`src/rtl/assert_macros.svh`:
```
// Assertion macros shared by the price ladder RTL.
// No dependencies; include by bare file name where assertions are written.
`ifndef ASSERT_MACROS_SVH
`define ASSERT_MACROS_SVH

// Property checked at every clock edge outside reset.
`define OBPL_ASSERT(lbl, clk, rstn, prop, msg) \
  lbl: assert property (@(posedge clk) disable iff (!rstn) prop) else $error(msg);

// Condition in one cycle implies a condition in the next.
`define OBPL_ASSERT_NEXT(lbl, clk, rstn, a, b, msg) \
  lbl: assert property (@(posedge clk) disable iff (!rstn) (a) |=> (b)) else $error(msg);

`endif

```
`src/rtl/obpl_pkg.sv`:
```
// Shared constants, codes and controller/datapath structs of the price ladder.
// No dependencies.
`timescale 1ns / 1ps
`default_nettype none

package obpl_pkg;

  localparam int ORDER_SLOTS  = 256;
  localparam int PRICE_LEVELS = 32;
  localparam int SHOWN_DEPTH  = 5;

  localparam int SLOT_W = $clog2(ORDER_SLOTS);
  localparam int LVL_W  = $clog2(PRICE_LEVELS);
  localparam int CNT_W  = LVL_W + 1;
  localparam int RANK_W = 3;

  typedef enum logic [1:0] {
    MODE_NEW   = 2'd0,
    MODE_MOD   = 2'd1,
    MODE_CAN   = 2'd2,
    MODE_TRADE = 2'd3
  } mode_t;

  typedef struct packed {
    logic load;
    logic ord_scan;
    logic ord_scan_sell;
    logic ord_wr;
    logic ord_free;
    logic ord_trade;
    logic lvl_scan;
    logic lside;
    logic lprice_ord;
    logic lqty_ord;
    logic lvl_add;
    logic lvl_rem;
    logic emit;
    logic drop;
  } cmd_t;

  typedef struct packed {
    mode_t mode;
    logic  sell;
    logic  inst_match;
    logic  ord_done;
    logic  ord_hit;
    logic  ord_free;
    logic  lvl_done;
    logic  lvl_fail;
    logic  em_busy;
  } stat_t;

endpackage

`default_nettype wire

```
`src/rtl/obpl_ctrl.sv`:
```
// Controller: sequences order lookups, level updates and the snapshot
// for each event word. Depends on obpl_pkg.
`timescale 1ns / 1ps
`default_nettype none

module obpl_ctrl import obpl_pkg::*; (
  input  logic  clk,
  input  logic  rst_n,
  input  logic  in_valid,
  output logic  in_ready,
  input  stat_t stat,
  output cmd_t  cmd
);

  typedef enum logic [6:0] {
    S_IDLE  = 7'b0000001,
    S_CHK   = 7'b0000010,
    S_OSCAN = 7'b0000100,
    S_ODEC  = 7'b0001000,
    S_LSCAN = 7'b0010000,
    S_LOP   = 7'b0100000,
    S_EMIT  = 7'b1000000
  } state_t;

  typedef enum logic [2:0] {
    ST_NEW,
    ST_MOD_REM,
    ST_MOD_ADD,
    ST_MOD_RST,
    ST_CAN,
    ST_TR_BUY,
    ST_TR_SELL
  } step_t;

  state_t state_r, state_nxt;
  step_t  step_r, step_nxt;

  always_ff @(posedge clk) begin
    if (!rst_n) begin
      state_r <= S_IDLE;
      step_r  <= ST_NEW;
    end else begin
      state_r <= state_nxt;
      step_r  <= step_nxt;
    end
  end

  always_comb begin
    state_nxt = state_r;
    step_nxt  = step_r;
    cmd       = '0;
    in_ready  = 1'b0;
    case (state_r)
      S_IDLE: begin
        in_ready = 1'b1;
        if (in_valid) begin
          cmd.load  = 1'b1;
          state_nxt = S_CHK;
        end
      end
      S_CHK: begin
        if (!stat.inst_match) begin
          state_nxt = S_IDLE;
        end else begin
          cmd.ord_scan = 1'b1;
          state_nxt    = S_OSCAN;
          case (stat.mode)
            MODE_NEW: step_nxt = ST_NEW;
            MODE_MOD: step_nxt = ST_MOD_REM;
            MODE_CAN: step_nxt = ST_CAN;
            default:  step_nxt = ST_TR_BUY;
          endcase
        end
      end
      S_OSCAN: begin
        if (stat.ord_done) begin
          state_nxt = S_ODEC;
        end
      end
      S_ODEC: begin
        case (step_r)
          ST_NEW: begin
            if (!stat.ord_hit && !stat.ord_free) begin
              cmd.emit  = 1'b1;
              cmd.drop  = 1'b1;
              state_nxt = S_EMIT;
            end else begin
              cmd.lvl_scan = 1'b1;
              cmd.lside    = stat.sell;
              state_nxt    = S_LSCAN;
            end
          end
          ST_MOD_REM, ST_CAN: begin
            if (!stat.ord_hit) begin
              state_nxt = S_IDLE;
            end else begin
              cmd.lvl_scan   = 1'b1;
              cmd.lside      = stat.sell;
              cmd.lprice_ord = 1'b1;
              cmd.lqty_ord   = 1'b1;
              state_nxt      = S_LSCAN;
            end
          end
          ST_TR_BUY: begin
            if (!stat.ord_hit) begin
              cmd.ord_scan      = 1'b1;
              cmd.ord_scan_sell = 1'b1;
              step_nxt          = ST_TR_SELL;
              state_nxt         = S_OSCAN;
            end else begin
              cmd.lvl_scan   = 1'b1;
              cmd.lprice_ord = 1'b1;
              state_nxt      = S_LSCAN;
            end
          end
          ST_TR_SELL: begin
            if (!stat.ord_hit) begin
              cmd.emit  = 1'b1;
              state_nxt = S_EMIT;
            end else begin
              cmd.lvl_scan   = 1'b1;
              cmd.lside      = 1'b1;
              cmd.lprice_ord = 1'b1;
              state_nxt      = S_LSCAN;
            end
          end
          default: state_nxt = S_IDLE;
        endcase
      end
      S_LSCAN: begin
        if (stat.lvl_done) begin
          state_nxt = S_LOP;
        end
      end
      S_LOP: begin
        case (step_r)
          ST_NEW: begin
            cmd.lvl_add = 1'b1;
            cmd.emit    = 1'b1;
            state_nxt   = S_EMIT;
            if (stat.lvl_fail) begin
              cmd.drop = 1'b1;
            end else begin
              cmd.ord_wr = 1'b1;
            end
          end
          ST_MOD_REM: begin
            cmd.lvl_rem  = 1'b1;
            cmd.lvl_scan = 1'b1;
            cmd.lside    = stat.sell;
            step_nxt     = ST_MOD_ADD;
            state_nxt    = S_LSCAN;
          end
          ST_MOD_ADD: begin
            cmd.lvl_add = 1'b1;
            if (stat.lvl_fail) begin
              // put the old quantity back on its level
              cmd.lvl_scan   = 1'b1;
              cmd.lside      = stat.sell;
              cmd.lprice_ord = 1'b1;
              cmd.lqty_ord   = 1'b1;
              step_nxt       = ST_MOD_RST;
              state_nxt      = S_LSCAN;
            end else begin
              cmd.ord_wr = 1'b1;
              cmd.emit   = 1'b1;
              state_nxt  = S_EMIT;
            end
          end
          ST_MOD_RST: begin
            cmd.lvl_add = 1'b1;
            cmd.emit    = 1'b1;
            cmd.drop    = 1'b1;
            state_nxt   = S_EMIT;
          end
          ST_CAN: begin
            cmd.lvl_rem  = 1'b1;
            cmd.ord_free = 1'b1;
            cmd.emit     = 1'b1;
            state_nxt    = S_EMIT;
          end
          ST_TR_BUY: begin
            cmd.lvl_rem       = 1'b1;
            cmd.ord_trade     = 1'b1;
            cmd.ord_scan      = 1'b1;
            cmd.ord_scan_sell = 1'b1;
            step_nxt          = ST_TR_SELL;
            state_nxt         = S_OSCAN;
          end
          ST_TR_SELL: begin
            cmd.lvl_rem   = 1'b1;
            cmd.ord_trade = 1'b1;
            cmd.emit      = 1'b1;
            state_nxt     = S_EMIT;
          end
          default: state_nxt = S_IDLE;
        endcase
      end
      S_EMIT: begin
        if (!stat.em_busy) begin
          state_nxt = S_IDLE;
        end
      end
      default: state_nxt = S_IDLE;
    endcase
  end

endmodule

`default_nettype wire

```
`config.mk`:
```
export PLATFORM = sky130hd
export DESIGN_NAME = obpl_ctrl
export DESIGN_NICKNAME = d
export VERILOG_FILES = /design/src/rtl/assert_macros.svh /design/src/rtl/obpl_pkg.sv /design/src/rtl/obpl_ctrl.sv
export SDC_FILE = /design/constraint.sdc
export NUM_CORES = 1
export LEC_CHECK = 0
export ABC_AREA = 1
export BUFFER_PORTS_ARGS = -buffer_cell sky130_fd_sc_hd__buf_2
export CAP_MARGIN = 10
export CELL_PAD_IN_SITES_DETAIL_PLACEMENT = 1
export CELL_PAD_IN_SITES_GLOBAL_PLACEMENT = 1
export CORE_AREA = 5 5 49 73
export CTS_BUF_LIST = sky130_fd_sc_hd__clkbuf_8
export CTS_CLUSTER_SIZE = 28
export DETAILED_ROUTE_END_ITERATION = 10
export DIE_AREA = 0 0 54 78
export PLACE_DENSITY_LB_ADDON = 0.1
export SETUP_SLACK_MARGIN = 0.1
export SLEW_MARGIN = 15
export SYNTH_ARGS = -nofsm -noshare
export SYNTH_HDL_FRONTEND = slang
export SYNTH_SLANG_ARGS = --single-unit
```
`constraint.sdc`:
```
create_clock -name clk -period 1.3 [get_ports clk]
set_input_delay 0.13 -clock clk [delete_from_list [all_inputs] [get_ports clk]]
set_output_delay 0.13 -clock clk [all_outputs]
set_load 0.05 [all_outputs]
```
==> results of run 1 <==
[cell usage after synthesis, drive strengths merged]
library cell / number
inv: 31
buf: 1
a22o: 1
o21bai: 1
clkbuf: 1
nor2: 29
dfxtp: 10
nand3: 19
nor3: 5
nand3b: 1
a21oi: 5
nand4: 1
a31oi: 1
o22ai: 1
o21ai: 7
o211ai: 3
nand2: 51
[cells by family after synthesis]
kind of cell           synth area share, %
flip-flops                           20.81
buffers and inverters                13.65
AO/OA/AOI/OAI                        12.48
AND/OR/NAND/NOR                      53.06
[metrics by stage]
step,cells,utilization (%),hold WS [ns],setup TNS [ns]
after detailed placement,288,61.18,0.4305,-4.329
after global placement,288,61.18,0.4150,-2.640
after floorplan,168,-,0.2989,-0.5286
==> qor.txt, run 1 <==
Die X: 54 um
Place WS: -0.2841 ns
Post-synthesis cell area: 962.2 um^2
Seq/Total Area, Yosys: 20.81%
Initial Util: 33.73%
H-tree depth: 1
Top Ports: 28
Synth Register Bits: 10
Top cell type's share of synthesized area: 20.81%
Synth cell types: 26
FP Rows: 24
Placed Area: 1745 um^2
Routability cong.: 0.9189
Post-CTS Setup Inserts: 12
CTS-repair resized insts: 113
Synth Instances: 168
Stage reached: clock tree synthesis (4_1_cts)
HPWL Detailed: 4.032 mm
Synth top area cells: dfxtp_1 21%, nand2_1 18%, inv_1 8.6%
Syn nets: 181
# port buffers: 27
Error: [ERROR DPL-0033] detailed placement checks failed during check placement.
Synth area leader: dfxtp_1
Clk buf depth: 2
Total CTS buffers: 3
Clk Tree Root Cell: clkbuf_8
# hold bufs at CTS: 0
Die height: 78 um
Clock Sinks: 10
YS warnings: 0
Syn Area/Cell: 5.727 um^2
Status: stopped before the end
==> run 2, diff against run 1 <==
CELL_PAD_IN_SITES_DETAIL_PLACEMENT = default   (was 1)
CELL_PAD_IN_SITES_GLOBAL_PLACEMENT = default   (was 1)
CORE_AREA = 5 5 66 68   (was 5 5 49 73)
CTS_BUF_LIST = default   (was sky130_fd_sc_hd__clkbuf_8)
CTS_CLUSTER_SIZE = default   (was 28)
DIE_AREA = 0 0 71 73   (was 0 0 54 78)
PLACE_DENSITY_LB_ADDON = 0.15   (was 0.1)
SETUP_SLACK_MARGIN = default   (was 0.1)
==> qor.txt, run 2 <==
Status: finished with violations
Violated checks: negative setup slack
Routed length on met2: 1.924 mm
Tmin final: 1.637 ns
Setup ws final: -0.3371 ns
Initial drt markers: 27
Fin cells: 303
Hold crit path type: in2reg
Final hold vios: 0
Routability cong.: 0.8116 (-12%)
Worst setup path class: reg2out
Max-capacitance violation count: 0
Most common library cells after synthesis: 45 x nand2_1, 22 x inv_1, 20 x nor2_1
PwrDens: 520.0 nW/um^2
Grt ovf: 0
Crit-path max FO: 5
Slew headroom: 80.07%
Worst path buffer plus inverter count: 1
Number of flip-flops in the largest register: 7
Vias in the first global route: 1276
Top cell type's share of synthesized area: 20.81% (unchanged)
DRT Pass-1 Iters: 4
Via count: 1338
Synth Instances: 168 (unchanged)
Worst-path clk slew: 0.05 ns
Die footprint: 5183 um^2
RSZ-0062 raised after global routing: true
Area delta synth->final: 122.8%
Global Route Usage Sum: 12.88%
Commonest cells after routing, fill and taps aside: 45 x buf_4, 29 x nand2_1, 20 x buf_6
Static leakage: 0.001099 uW
Crit start category: flop
Seq/Total Area, Yosys: 20.81% (unchanged)
Commonest non-fill, non-tap cell in the layout: buf_4
Syn Area/Cell: 5.727 um^2 (unchanged)
Critical path arrival: 1.51 ns
CTS tree: yes
Tcrit/Tclk final: 125.9%
Fin Clk Skew: 0.001825 ns
Crit end category: primary output
Biggest register: state_r
Slowest stage delay, CP: 0.33 ns
YS warnings: 0 (unchanged)
Worst path required time: 1.17 ns
# port buffers: 27 (unchanged)
Utilization after layout: 56.42%
Routed wire per std cell: 11.39 um
Setup TNS: -4.652 ns
Die X: 71 um (+31%)
Syn nets: 181 (unchanged)
Initial Util: 25.33% (-8.4 points)
Top sig layer: met4
Worst path slowest cell: dfxtp_2
Total CTS buffers: 3 (unchanged)
Synth Register Bits: 10 (unchanged)
H-tree depth: 1 (unchanged)
Clk Tree Root Cell: clkbuf_8
Most frequent cell after synthesis: nand2_1
Top Ports: 28 (unchanged)
Placed cell count: 292 (+1.4%)
Max Slew Vio Count: 0
Synth area leader: dfxtp_1
Most frequent CP cell: nor2_4
Synth top area cells: dfxtp_1 21%, nand2_1 18%, inv_1 8.6%
DR WL met3: 142 um
Clk buf depth: 2 (unchanged)
Number of synthesized flops with an enable pin: 0 (unchanged)
First-pass GRT wire length: 5.368 mm
Die height: 73 um (-6.4%)
Clock latency on the worst-skew pair: 0.24 ns
# hold bufs at CTS: 0 (unchanged)
Mean number of vias per cell: 4.416
Initial antenna violation count: 0
Setup violators final: 23
Clock Sinks: 10 (unchanged)
Final Cell Area: 2143 um^2
Synth cell types: 26 (unchanged)
Share of layout cells above drive strength 1: 68.77%
Cell Chain, Critical Path: nor2_4 -> nand2_2 -> nor2_4 -> o211ai_1 -> o21ai_4 -> buf_6
FP Rows: 23 (-4.2%)
HPWL Detailed: 2.646 mm (-34%)
Placed Area: 1670 um^2 (-4.3%)
Top flop regs: state_r x7, step_r x3
Core area: 3799 um^2
Final nets: 267
Post-synth top flop: dfxtp_1
Diode count: 0
DRC Markers: 0
Async SR Flop Fraction: 0% (unchanged)
Worst-Margin Slew: 0.2977 ns
Fmax achieved: 0.6108 GHz
Final WL: 3.452 mm
Worst path top cell family by delay: simple AND/OR/NAND/NOR gates
Max VDD drop: 0.5130 mV
Wl on met1: 1.376 mm
Post-synthesis cell area: 962.2 um^2 (unchanged)
Largest net degree at the start of global routing: 10
DRT antenna net count: 0
## run 2: cell counts after synthesis
Identical to the previous run, type by type.
## run 2: timing repair
| item | 4_1_cts | 5_1_grt |
|---|---|---|
| endpoints found under the setup margin | 24 | 24 |
| gates resized for setup | 67 | 36 |
| pin swaps | 10 | 21 |
| setup buffers | 4 | 4 |
## run 2: worst paths after layout
check                  start         end  slack, ns  depth (start not counted)
setup / recovery  state_r[0]      cmd[6]      -0.34                          6
hold / removal      in_valid  state_r[0]       0.17                          4
hold reg to reg    step_r[1]   step_r[1]       0.71                          5
setup reg to reg  state_r[0]   step_r[2]      -0.18                         10
## run 2: layer usage
metal / GRT usage, % / vias up
met5: 0 / -
met4: 1.879 / 0
met3: 3.168 / 2
met2: 25.03 / 19
met1: 14.36 / 613
li1: - / 704
## run 2: power breakdown
group / switching, uW / total [uW] / internal, uW
sequential: 16.3 / 333 / 317
clock: 125 / 391 / 266
combinational: 212 / 390 / 178
## run 2: worst min-delay path, cell delays in order
cell	delay, ns
buf_2	0.09
o21ai_1	0.06
inv_1	0.05
nand2_1	0.04
## run 2: kinds of logic after synthesis
kind of cell,count (synthesis),share of synthesized area [%]
compound gates,19,12.48
buf+inv,33,13.65
flops,10,20.81
simple gates,106,53.06
## run 2: area by class of cell
| cell class | instances | area, um^2 |
|---|---|---|
| Multi-Input combinational cell | 125 | 952.2 |
| Tap cell | 50 | 62.56 |
| Clock buffer | 4 | 55.05 |
| Sequential cell | 10 | 220.2 |
| Timing Repair Buffer | 83 | 718.2 |
| Inverter | 31 | 135.1 |
| Fill cell | 339 | 1655 |
## run 2: stage by stage
step,hold WS [ns],power (uW),worst slack [ns]
6_report,0.1697,1115,-0.3371
5_1_grt,0.2102,1168,-0.4201
4_1_cts,0.1725,1102,-0.3062
3_5_place_dp,0.4221,660.8,-0.2059
3_3_place_gp,0.4231,664.0,-0.2174
2_1_floorplan,0.2989,529.0,-0.1066
Note: power is estimated with default switching activity, not from simulation.
